## src/rtl/rrqs_pkg.sv

```systemverilog
package rrqs_pkg;

  // Default size of the task table
  localparam int TASK_SLOTS_DEF = 16;

  // Quantum of a task is this base minus its priority
  localparam logic [2:0] QUANTUM_BASE = 3'd4;

  // Request operation codes; code 3 carries no operation
  localparam logic [1:0] OP_TICK   = 2'd0;
  localparam logic [1:0] OP_CREATE = 2'd1;
  localparam logic [1:0] OP_SET    = 2'd2;

  typedef enum logic [1:0] {
    ST_READY   = 2'd0,
    ST_RUNNING = 2'd1,
    ST_BLOCKED = 2'd2
  } task_state_t;

  typedef struct packed {
    logic [1:0]  operation;
    logic [63:0] context_value;
    logic [1:0]  priority_req;
    logic [3:0]  task_select;
    logic        runnable;
  } req_t;

  typedef struct packed {
    logic [63:0] next_context;
    logic [3:0]  task_index;
    logic        status;
    logic        switched;
    logic [63:0] tick_count;
    logic [4:0]  task_count;
  } rsp_t;

  // One task table entry, minus the saved context
  typedef struct packed {
    task_state_t state;
    logic [1:0]  prio;
    logic [2:0]  quantum;
    logic [63:0] run_ticks;
  } meta_t;

  // Write enables of the two table memories
  typedef struct packed {
    logic meta_we;
    logic ctx_we;
  } wr_ctl_t;

  // Contents of entry 0 after reset
  localparam meta_t META_ENTRY0 = '{state: ST_RUNNING, prio: 2'd1, quantum: 3'd3,
                                   run_ticks: 64'd0};

  function automatic logic [2:0] quantum_for(logic [1:0] prio);
    return QUANTUM_BASE - {1'b0, prio};
  endfunction

endpackage

```

## src/rtl/rrqs_store.sv

```systemverilog
module rrqs_store #(
  parameter int TASK_SLOTS = rrqs_pkg::TASK_SLOTS_DEF,
  localparam int IDX_W = $clog2(TASK_SLOTS)
) (
  input  logic                  clk,
  input  logic                  rst,
  input  rrqs_pkg::wr_ctl_t     wr_ctl,
  input  logic [IDX_W-1:0]      wr_addr,
  input  rrqs_pkg::meta_t       wr_meta,
  input  logic [63:0]           wr_ctx,
  input  logic [IDX_W-1:0]      rd_addr,
  output rrqs_pkg::meta_t       rd_meta,
  output logic [63:0]           rd_ctx
);

  rrqs_pkg::meta_t meta_mem [TASK_SLOTS];
  logic [63:0]     ctx_mem [TASK_SLOTS];
  rrqs_pkg::meta_t meta_raw;
  logic            fresh;
  logic            rd_fresh;

  // Write and read both memories, read data registered
  always_ff @(posedge clk) begin
    if (wr_ctl.meta_we) begin
      meta_mem[wr_addr] <= wr_meta;
    end
    if (wr_ctl.ctx_we) begin
      ctx_mem[wr_addr] <= wr_ctx;
    end
    meta_raw <= meta_mem[rd_addr];
    rd_ctx   <= ctx_mem[rd_addr];
  end

  // Track entry 0 until its first write; it reads as the reset entry meanwhile
  always_ff @(posedge clk) begin
    if (rst) begin
      fresh    <= 1'b1;
      rd_fresh <= 1'b0;
    end else begin
      if (wr_ctl.meta_we && wr_addr == '0) begin
        fresh <= 1'b0;
      end
      rd_fresh <= fresh && (rd_addr == '0);
    end
  end

  assign rd_meta = rd_fresh ? rrqs_pkg::META_ENTRY0 : meta_raw;

endmodule

```

## src/rtl/round_robin_quantum_scheduler.sv

```systemverilog
// Tick with quantum left: the result is registered in the update state after the current entry is read.
// Tick with quantum expiring: the scan reads one table entry per cycle from the
//   table memory until it finds a task that is not blocked or has walked the table.
// Create, set-runnable and unused codes: the result is registered in the state that writes the table, if any.
// A new request is taken in the cycle its predecessor's result is shown.
// Reset (synchronous) clears control state; entry 0 reads as the running task
//   until first written, and the context memory is not cleared.
module round_robin_quantum_scheduler #(
  parameter int TASK_SLOTS = rrqs_pkg::TASK_SLOTS_DEF
) (
  input  logic           clk,
  input  logic           rst,
  input  logic           start,
  input  rrqs_pkg::req_t request,
  output logic           busy,
  output logic           done,
  output rrqs_pkg::rsp_t result
);

  localparam int IDX_W = $clog2(TASK_SLOTS);
  localparam int CNT_W = $clog2(TASK_SLOTS + 1);
  localparam logic [CNT_W-1:0] SLOTS_CNT = CNT_W'(TASK_SLOTS);

  typedef enum logic [9:0] {
    S_IDLE     = 10'b0000000001,
    S_RD_CUR   = 10'b0000000010,
    S_UPD_CUR  = 10'b0000000100,
    S_SEARCH   = 10'b0000001000,
    S_SELF     = 10'b0000010000,
    S_FIN_CAND = 10'b0000100000,
    S_FIN_CUR  = 10'b0001000000,
    S_CREATE   = 10'b0010000000,
    S_SET_RD   = 10'b0100000000,
    S_SET_WR   = 10'b1000000000
  } state_t;

  state_t                state;
  rrqs_pkg::req_t        req;
  logic [IDX_W-1:0]      running;
  logic [IDX_W-1:0]      cur_idx;
  logic [CNT_W-1:0]      used;
  logic [63:0]           ticks_total;
  rrqs_pkg::meta_t       cur_word;
  logic [IDX_W-1:0]      cand_idx;
  rrqs_pkg::meta_t       cand_word;
  logic [63:0]           cand_ctx;
  logic [IDX_W-1:0]      scan_addr;
  logic [CNT_W-1:0]      left;
  logic                  pend_valid;
  logic [IDX_W-1:0]      pend_addr;

  rrqs_pkg::wr_ctl_t     wr_ctl;
  logic [IDX_W-1:0]      wr_addr;
  rrqs_pkg::meta_t       wr_meta;
  logic [63:0]           wr_ctx;
  logic [IDX_W-1:0]      rd_addr;
  rrqs_pkg::meta_t       rd_meta;
  logic [63:0]           rd_ctx;

  rrqs_pkg::meta_t       bump_word;
  logic [IDX_W+3:0]      sel_ext;
  logic [IDX_W-1:0]      sel_idx;
  logic                  sel_ok;
  logic                  table_full;

  // Next slot in round-robin order over the used part of the table
  function automatic logic [IDX_W-1:0] step_idx(logic [IDX_W-1:0] a, logic [CNT_W-1:0] n);
    logic [CNT_W:0] a1;
    a1 = {{(CNT_W - IDX_W + 1){1'b0}}, a} + 1'b1;
    return (a1 == {1'b0, n}) ? '0 : a1[IDX_W-1:0];
  endfunction

  function automatic logic [3:0] to_idx4(logic [IDX_W-1:0] a);
    logic [IDX_W+3:0] e;
    e = {4'b0, a};
    return e[3:0];
  endfunction

  function automatic logic [4:0] to_cnt5(logic [CNT_W-1:0] n);
    logic [CNT_W+4:0] e;
    e = {5'b0, n};
    return e[4:0];
  endfunction

  rrqs_store #(.TASK_SLOTS(TASK_SLOTS)) u_store (
    .clk     (clk),
    .rst     (rst),
    .wr_ctl  (wr_ctl),
    .wr_addr (wr_addr),
    .wr_meta (wr_meta),
    .wr_ctx  (wr_ctx),
    .rd_addr (rd_addr),
    .rd_meta (rd_meta),
    .rd_ctx  (rd_ctx)
  );

  assign busy = (state != S_IDLE);

  // Decode the selected task and the table fill
  always_comb begin
    sel_ext    = {{IDX_W{1'b0}}, req.task_select};
    sel_idx    = sel_ext[IDX_W-1:0];
    sel_ok     = ({{CNT_W{1'b0}}, req.task_select} < {4'b0, used});
    table_full = (used >= SLOTS_CNT);
    bump_word           = rd_meta;
    bump_word.run_ticks = rd_meta.run_ticks + 64'd1;
  end

  // Drive memory read and write ports per state
  always_comb begin
    wr_ctl  = '0;
    wr_addr = cur_idx;
    wr_meta = cur_word;
    wr_ctx  = req.context_value;
    rd_addr = scan_addr;
    unique case (state)
      S_RD_CUR: begin
        rd_addr       = running;
        wr_addr       = running;
        wr_ctl.ctx_we = 1'b1;
      end
      S_UPD_CUR: begin
        if (rd_meta.quantum > 3'd1) begin
          wr_ctl.meta_we  = 1'b1;
          wr_meta         = bump_word;
          wr_meta.quantum = rd_meta.quantum - 3'd1;
        end
      end
      S_SELF: begin
        wr_ctl.meta_we  = 1'b1;
        wr_meta.state   = (cur_word.state == rrqs_pkg::ST_BLOCKED) ?
                          rrqs_pkg::ST_BLOCKED : rrqs_pkg::ST_RUNNING;
        wr_meta.quantum = rrqs_pkg::quantum_for(cur_word.prio);
      end
      S_FIN_CAND: begin
        wr_ctl.meta_we  = 1'b1;
        wr_addr         = cand_idx;
        wr_meta         = cand_word;
        wr_meta.state   = rrqs_pkg::ST_RUNNING;
        wr_meta.quantum = rrqs_pkg::quantum_for(cand_word.prio);
      end
      S_FIN_CUR: begin
        wr_ctl.meta_we = 1'b1;
        wr_meta.state  = rrqs_pkg::ST_READY;
      end
      S_CREATE: begin
        if (!table_full) begin
          wr_ctl.meta_we = 1'b1;
          wr_ctl.ctx_we  = 1'b1;
          wr_addr        = used[IDX_W-1:0];
          wr_meta        = '{state: rrqs_pkg::ST_READY, prio: req.priority_req,
                             quantum: rrqs_pkg::quantum_for(req.priority_req),
                             run_ticks: 64'd0};
        end
      end
      S_SET_RD: begin
        rd_addr = sel_idx;
      end
      S_SET_WR: begin
        // Only a set-runnable request writes; the unused code passes through
        if (sel_ok && req.operation == rrqs_pkg::OP_SET) begin
          wr_ctl.meta_we = 1'b1;
          wr_addr        = sel_idx;
          wr_meta        = rd_meta;
          wr_meta.state  = req.runnable ? rrqs_pkg::ST_READY : rrqs_pkg::ST_BLOCKED;
        end
      end
      default: begin
      end
    endcase
  end

  // Sequence each request and register its result
  always_ff @(posedge clk) begin
    if (rst) begin
      state       <= S_IDLE;
      running     <= '0;
      used        <= CNT_W'(1);
      ticks_total <= '0;
      done        <= 1'b0;
      pend_valid  <= 1'b0;
      left        <= '0;
    end else begin
      unique case (state)
        S_IDLE: begin
          done <= 1'b0;
          if (start) begin
            req <= request;
            priority case (request.operation)
              rrqs_pkg::OP_TICK:   state <= S_RD_CUR;
              rrqs_pkg::OP_CREATE: state <= S_CREATE;
              rrqs_pkg::OP_SET:    state <= S_SET_RD;
              default:             state <= S_SET_WR;
            endcase
          end
        end
        S_RD_CUR: begin
          cur_idx     <= running;
          ticks_total <= ticks_total + 64'd1;
          state       <= S_UPD_CUR;
        end
        S_UPD_CUR: begin
          cur_word <= bump_word;
          if (rd_meta.quantum > 3'd1) begin
            done   <= 1'b1;
            result <= '{next_context: req.context_value, task_index: to_idx4(cur_idx),
                        status: 1'b0, switched: 1'b0, tick_count: ticks_total,
                        task_count: to_cnt5(used)};
            state  <= S_IDLE;
          end else if (used == CNT_W'(1)) begin
            state <= S_SELF;
          end else begin
            scan_addr  <= step_idx(cur_idx, used);
            left       <= used - CNT_W'(1);
            pend_valid <= 1'b0;
            state      <= S_SEARCH;
          end
        end
        S_SEARCH: begin
          // Check the entry read last cycle, issue the next read
          if (pend_valid && rd_meta.state != rrqs_pkg::ST_BLOCKED) begin
            cand_idx  <= pend_addr;
            cand_word <= rd_meta;
            cand_ctx  <= rd_ctx;
            state     <= S_FIN_CAND;
          end else if (left == '0) begin
            state <= S_SELF;
          end else begin
            pend_valid <= 1'b1;
            pend_addr  <= scan_addr;
            scan_addr  <= step_idx(scan_addr, used);
            left       <= left - CNT_W'(1);
          end
        end
        S_SELF: begin
          done   <= 1'b1;
          result <= '{next_context: req.context_value, task_index: to_idx4(cur_idx),
                      status: 1'b0, switched: 1'b0, tick_count: ticks_total,
                      task_count: to_cnt5(used)};
          state  <= S_IDLE;
        end
        S_FIN_CAND: begin
          running <= cand_idx;
          state   <= S_FIN_CUR;
        end
        S_FIN_CUR: begin
          done   <= 1'b1;
          result <= '{next_context: cand_ctx, task_index: to_idx4(cand_idx),
                      status: 1'b0, switched: 1'b1, tick_count: ticks_total,
                      task_count: to_cnt5(used)};
          state  <= S_IDLE;
        end
        S_CREATE: begin
          done <= 1'b1;
          if (table_full) begin
            result <= '{next_context: 64'd0, task_index: 4'd0, status: 1'b1,
                        switched: 1'b0, tick_count: ticks_total,
                        task_count: to_cnt5(used)};
          end else begin
            used   <= used + CNT_W'(1);
            result <= '{next_context: 64'd0, task_index: to_idx4(used[IDX_W-1:0]),
                        status: 1'b0, switched: 1'b0, tick_count: ticks_total,
                        task_count: to_cnt5(used + CNT_W'(1))};
          end
          state <= S_IDLE;
        end
        S_SET_RD: begin
          state <= S_SET_WR;
        end
        S_SET_WR: begin
          done   <= 1'b1;
          result <= '{next_context: 64'd0, task_index: 4'd0, status: 1'b0,
                      switched: 1'b0, tick_count: ticks_total,
                      task_count: to_cnt5(used)};
          state  <= S_IDLE;
        end
        default: begin
          state <= S_IDLE;
        end
      endcase
    end
  end

`ifndef ASSERT_OFF
  a_running_in_table: assert property (@(posedge clk) disable iff (rst)
    {{(CNT_W - IDX_W + 1){1'b0}}, running} < {1'b0, used})
    else $error("running task outside the used table");

  a_used_range: assert property (@(posedge clk) disable iff (rst)
    used != '0 && used <= SLOTS_CNT)
    else $error("task count out of range");

  a_no_write_in_scan: assert property (@(posedge clk) disable iff (rst)
    state == S_SEARCH |-> !wr_ctl.meta_we && !wr_ctl.ctx_we)
    else $error("table written during scan");

  a_cand_differs: assert property (@(posedge clk) disable iff (rst)
    state == S_FIN_CAND |-> cand_idx != cur_idx)
    else $error("switch chose the outgoing task");

  a_switch_result: assert property (@(posedge clk) disable iff (rst)
    state == S_FIN_CAND |=> ##1 done && result.switched)
    else $error("switch did not report a switched result");
`endif

endmodule

```

## config.mk

```make
export PLATFORM = sky130hd
export DESIGN_NAME = round_robin_quantum_scheduler
export DESIGN_NICKNAME = d
export VERILOG_FILES = /design/src/rtl/rrqs_pkg.sv /design/src/rtl/rrqs_store.sv /design/src/rtl/round_robin_quantum_scheduler.sv
export SDC_FILE = /design/constraint.sdc
export NUM_CORES = 2
export LEC_CHECK = 0
export ABC_AREA = 1
export BUFFER_PORTS_ARGS = -buffer_cell sky130_fd_sc_hd__buf_2
export CORE_UTILIZATION = 40
export DETAILED_ROUTE_END_ITERATION = 6
export REMOVE_ABC_BUFFERS = 1
export SLEW_MARGIN = 30
export SYNTH_ARGS = -nofsm -noshare
export SYNTH_HDL_FRONTEND = slang
export SYNTH_HIERARCHICAL = 1
export SYNTH_SLANG_ARGS = --single-unit
```

## constraint.sdc

```tcl
create_clock -name clk -period 12.78 [get_ports clk]
set_clock_uncertainty 0.2 [all_clocks]
set_input_delay 0.639 -clock clk [delete_from_list [all_inputs] [get_ports clk]]
set_output_delay 0.639 -clock clk [all_outputs]
set_load 0.03 [all_outputs]
```

Yosys cells after proc, flatten, opt, wreduce, memory -nomap -nowiden
Memory sizes are Yosys's and may differ from the RTL's. A register that Yosys moved wholly into a read port is not among the register bits.
Cells that the tools add are included.
{"block": "op_classes", "addsub": 11, "mul": 0, "div": 0, "n_lt_le_gt_ge": 3, "n_eq_ne": 26, "shifts": 0, "mux": 52, "n_bitwise": 4, "n_reduce_logical": 24}
{"operator": "one-hot mux 139 bit (5 select lines)", "count": 1}
{"operator": "2-to-1 mux 71 bit", "count": 4}
{"operator": "one-hot mux 64 bit (4 select lines)", "count": 1}
{"operator": "2-to-1 mux 139 bit", "count": 1}
{"operator": "adder 64 x 1 -> 64 bit, second input constant", "count": 2}
{"operator": "2-to-1 mux 75 bit", "count": 1}
{"operator": "one-hot mux 10 bit (6 select lines)", "count": 1}
{"operator": "2-to-1 mux 4 bit", "count": 8}
{"operator": "2-to-1 mux 10 bit", "count": 3}
{"operator": "2-to-1 mux 5 bit", "count": 6}
{"operator": "one-hot mux 10 bit (3 select lines)", "count": 1}
{"operator": "one-hot mux 4 bit (2 select lines)", "count": 2}
{"operator": "one-hot mux 4 bit (4 select lines)", "count": 1}
{"operator": "one-hot mux 3 bit (5 select lines)", "count": 1}
{"operator": "inequality test 2 bit, second input constant", "count": 7}
{"operator": "one-hot mux 2 bit (6 select lines)", "count": 1}
{"operator": "2-to-1 mux 1 bit", "count": 11}
{"operator": "adder 4 x 1 -> 5 bit, second input constant", "count": 2}
{"operator": "== test 10 x 1 -> 1 bit, second input constant", "count": 1}
{"operator": "== test 10 bit, second input constant", "count": 1}
{"operator": "== test 10 x 2 -> 1 bit, second input constant", "count": 1}
{"operator": "== test 10 x 3 -> 1 bit, second input constant", "count": 1}
{"operator": "== test 10 x 4 -> 1 bit, second input constant", "count": 1}
{"operator": "== test 10 x 5 -> 1 bit, second input constant", "count": 1}
{"operator": "38 further kinds", "count": 60}
{"block": "word_totals", "regBits": 521, "latchBits": 0, "mem_bits_rw": 2160, "romBits": 0, "input_bits": 76, "n_memories": 2}
{"memory": "u_store.meta_mem", "words": 16, "word_bits": 71, "rd": 1, "rd_clocked_by_memory_dff": 1, "write_ports": 1, "line_no": "rrqs_store.sv:16", "source": "rrqs_pkg::meta_t meta_mem [TASK_SLOTS];"}
{"memory": "u_store.ctx_mem", "words": 16, "word_bits": 64, "rd": 1, "rd_clocked_by_memory_dff": 1, "write_ports": 1, "line_no": "rrqs_store.sv:17", "source": "logic [63:0] ctx_mem [TASK_SLOTS];"}

Longest topological paths before layout
{"block": "depth", "ltp_word": 6, "depth_mapped": 18, "mapped_depth_nobuf": 15}

Cells and area by module
The synthesis kept the hierarchy.
{"module": "rrqs_store", "n_inst": 1, "cells_each": 9033, "area_each_um2": 96426.2}
{"module": "round_robin_quantum_scheduler", "n_inst": 1, "cells_each": 2391, "area_each_um2": 23766.5}

Worst setup path after synthesis
No wires, ideal clock.
{"block": "synth_timing", "path_type": "register to register", "start": "reg u_store.rd_fresh", "end": "reg cand_ctx[0] (enable)", "arrival_time_ns": 10.242, "required_ns": 11.789, "path_slack_ns": 1.547, "path_stages_with_launch": 6, "synth_period_minus_slack_ns": 11.233, "path_cell_list": "dfxtp_1 > clkbuf_1 > clkbuf_1 > or2_2 > o21ai_0 > nor3_1"}
{"item": "from (decl)", "line_no": "rrqs_store.sv:20", "source": "logic rd_fresh;"}
{"item": "from (signal assigned)", "line_no": "rrqs_store.sv:43", "source": "rd_fresh <= fresh && (rd_addr == '0);"}
{"item": "to (signal assigned)", "line_no": "round_robin_quantum_scheduler.sv:224", "source": "cand_ctx <= rd_ctx;"}
{"item": "to (decl)", "line_no": "round_robin_quantum_scheduler.sv:46", "source": "logic [63:0] cand_ctx;"}

Final worst setup path
{"block": "layout_timing", "start": "reg state[2]", "end": "mem u_store.ctx_mem[1][43] (enable)"}
{"item": "from (decl)", "line_no": "round_robin_quantum_scheduler.sv:37", "source": "state_t state;"}
{"item": "from (signal assigned)", "line_no": "round_robin_quantum_scheduler.sv:176", "source": "state <= S_IDLE;"}
{"item": "from (signal assigned)", "line_no": "round_robin_quantum_scheduler.sv:190", "source": "rrqs_pkg::OP_TICK: state <= S_RD_CUR;"}
{"item": "from (signal assigned)", "line_no": "round_robin_quantum_scheduler.sv:191", "source": "rrqs_pkg::OP_CREATE: state <= S_CREATE;"}
{"item": "== test 10 bit, or another cell as far along", "line_no": "round_robin_quantum_scheduler.sv:116", "source": "unique case (state)"}
{"item": "one-hot mux 4 bit (4 select lines) (*)", "line_no": "round_robin_quantum_scheduler.sv:116"}
{"item": "named net wr_addr[0]", "line_no": "round_robin_quantum_scheduler.sv:53", "source": "logic [IDX_W-1:0] wr_addr;"}
{"item": "to (decl)", "line_no": "rrqs_store.sv:17"}
The timed path passes the listed nets; every way through them passes the cells marked *.

==> results.txt <==
Status: complete, no violations
Chip width: 411.8 um
Max-Cap Viols: 0
Hold depth: 3
Pre-antenna DRT Iters: 7
Crit path max fanout: 45
WL per Instance: 19.60 um
Cts bufs inserted: 170
Max Slew Vio Count: 0
CORE AREA: 0.1670 sq mm
Detailed Route WL: 172700 um
Share of post-route cells with drive strength above 1: 9.372%
Final std cells w/o fill: 8812
Vias per cell: 4.992
Setup crit end kind: flip-flop
Syn-to-layout area delta: 14.13%
YS warnings: 6
Initial antenna violation count: 7
Setup repair bufs after CTS: 0
Final ANT Viol Nets: 0
Register-to-Register Path Depth: 15
FP Rows: 150
Placed Instances: 8415
Fin nets: 6552
Synth Instances: 6257
Final Hold Viols: 0
Largest net degree at the start of global routing: 220
Mapped cell area: 0.06718 sq mm
CTS tree: yes
I/O pins: 217
Clock latency on the worst-skew pair: 0.80 ns
Max incr delay on CP: 0.87 ns
CP most frequent cell: nand2_1
Critical path type: reg -> reg
Crit-path cells: nor2_4 > nand2_2 > inv_2 > nand3_1 > clkinv_1 > nor2_1 > nand3_1 > nand3_1 > nand2_1 > nand2_1 > nand2_1 > inv_1 > nand2_1 > nor2_4 > buf_4
Global-route wire length before repair: 259300 um
Slew headroom: 33.25%
WHS: 0.1890 ns
I/O Buffers: 216
Worst setup SP type: flip-flop
Placer congestion estimate: 0.9226
CP max stage cell: buf_4
Initial Utilization: 40.22%
Clock tree sinks: 1600
Post-DP HPWL: 90590 um
Buf+Inv Stages, Crit Path: 4
Die H: 411.8 um
Max Clock Freq: 204.5 MHz
Leak pwr: 31.44 nW
Min Tclk post-route: 4.889 ns
Total gr overflow: 0
Worst slew pin tran: 1.001 ns
RSZ-0062 raised after global routing: no
Clock tree buffer depth: 3
H-Tree Level Count: 4
Power per Cell Area: 143.8 mW/mm^2
Avg Cell Area, Syn: 10.74 sq um
Register clock-pin slew on the reported worst setup and hold paths: 0.06 ns
Vias in the first global route: 41880
Tcrit/Tclk final: 38.26%
Hold crit path type: in -> reg
First DRT Iteration DRCs: 3770
Via count: 43990
Worst Path Required: 12.99 ns
Final setup viols: 0
Max IR drop VDD: 0.0001471 V
WP depth: 15
GRT Util Overall: 20.23%
Die Area: 0.1696 sq mm
Post-cts resize count: 0
Critical Path AT: 5.10 ns
Family with the most delay on the worst path: simple AND/OR/NAND/NOR gates
DRC: 0
Root Buffer Master: clkbuf_16
==> cell usage in the layout (no fill, tap or decap), drive strengths merged, types with 2 or more instances in the layout <==
| cell | n |
|---|---|
| a21oi | 59 |
| a22o | 64 |
| a31oi | 4 |
| and2 | 3 |
| and3 | 2 |
| buf | 285 |
| bufinv | 8 |
| clkbuf | 244 |
| clkinv | 56 |
| clkinvlp | 3 |
| dfxtp | 163 |
| diode | 3 |
| dlygate4sd3 | 73 |
| edfxtp | 1437 |
| ha | 16 |
| inv | 1176 |
| nand2 | 1364 |
| nand3 | 1088 |
| nand3b | 2 |
| nand4 | 40 |
| nor2 | 222 |
| nor3 | 40 |
| nor3b | 4 |
| nor4 | 5 |
| o211ai | 4 |
| o21a | 4 |
| o21ai | 53 |
| o21bai | 2 |
| o22ai | 3 |
| o311ai | 2 |
| or2 | 151 |
| xnor2 | 8 |
| xor2 | 15 |
==> sequential cells by signal (all words and copies together) (netlist names) <==
register	flops
done	1
cand_idx	4
u_store/rd_fresh	1
running	4
ticks_total	64
cur_idx	4
result	139
wr_ctx	64
cand_word	2
u_store/meta_mem	112
u_store/meta_raw	7
cur_word	7
sel_idx	4
pend_addr	4
left	5
pend_valid	1
u_store/ctx_mem	1024
u_store/fresh	1
req	5
scan_addr	4
used	5
state	10
cand_ctx	64
u_store/rd_ctx	64
==> layout make-up <==
| cell class | instances | area, sq um |
|---|---|---|
| multi-input cells | 3160 | 14940 |
| clock inverters | 73 | 810.8 |
| fillers | 15250 | 90370 |
| inverters | 1170 | 4434 |
| clock buffers | 244 | 4745 |
| well taps | 2204 | 2758 |
| repair buffers | 358 | 2560 |
| diodes | 3 | 7.507 |
| flip-flops and latches | 1600 | 46410 |
==> final timing paths <==
check / to / slack (ns) / from
setup / recovery: u_store/ctx_mem[1][43] / 7.89 / state[2]
hold / removal: state[8] / 0.19 / start
setup reg to reg: u_store/ctx_mem[1][43] / 7.89 / state[2]
hold reg to reg: cand_ctx[35] / 0.20 / u_store/rd_ctx[35]
==> power by group <==
part           leakage, nW  internal [W]  switching, W  total (W)
clock network         2.69       0.00277       0.00207    0.00485
registers             14.4       0.00576     0.0000732    0.00583
logic                 14.4      0.000109      0.000242   0.000351
==> through the flow <==
| step | cell area (sq um) | TNS, ns | worst slack, ns | total power, W | utilization [%] |
|---|---|---|---|---|---|
| 2_1_floorplan | 65560 | -2710.61 | -37.66 | 0.006185 | - |
| 3_5_place_dp | 70270 | 0 | 7.912 | 0.006275 | 42.07 |
| 4_1_cts | 76560 | 0 | 7.914 | 0.01113 | 45.83 |
| 3_3_place_gp | 70090 | 0 | 7.863 | 0.006269 | 41.96 |
| 6_report | 76670 | 0 | 7.891 | 0.01103 | 45.90 |
| 5_1_grt | 76660 | 0 | 7.628 | 0.01137 | 45.90 |
==> per-layer routing <==
layer	up-vias	track usage [%]	wire [um]
met5	-	0	13
met4	2	6.403	5041
met3	306	3.063	10480
met2	1462	32.59	80430
met1	21320	28.06	76740
li1	20900	-	-
==> repair_timing <==
item,CTS,global route
hold endpoints to repair,76,0
endpoints found under the setup margin,0,0
hold buffers,73,0
==> worst min-delay path, delay by kind of cell <==
family	cells	cell delay, ns
buffers and inverters	1	0.17
and+or+nand+nor	1	0.15
AOI/OAI and AO/OA	1	0.13
(Power assumes the default switching activity.)
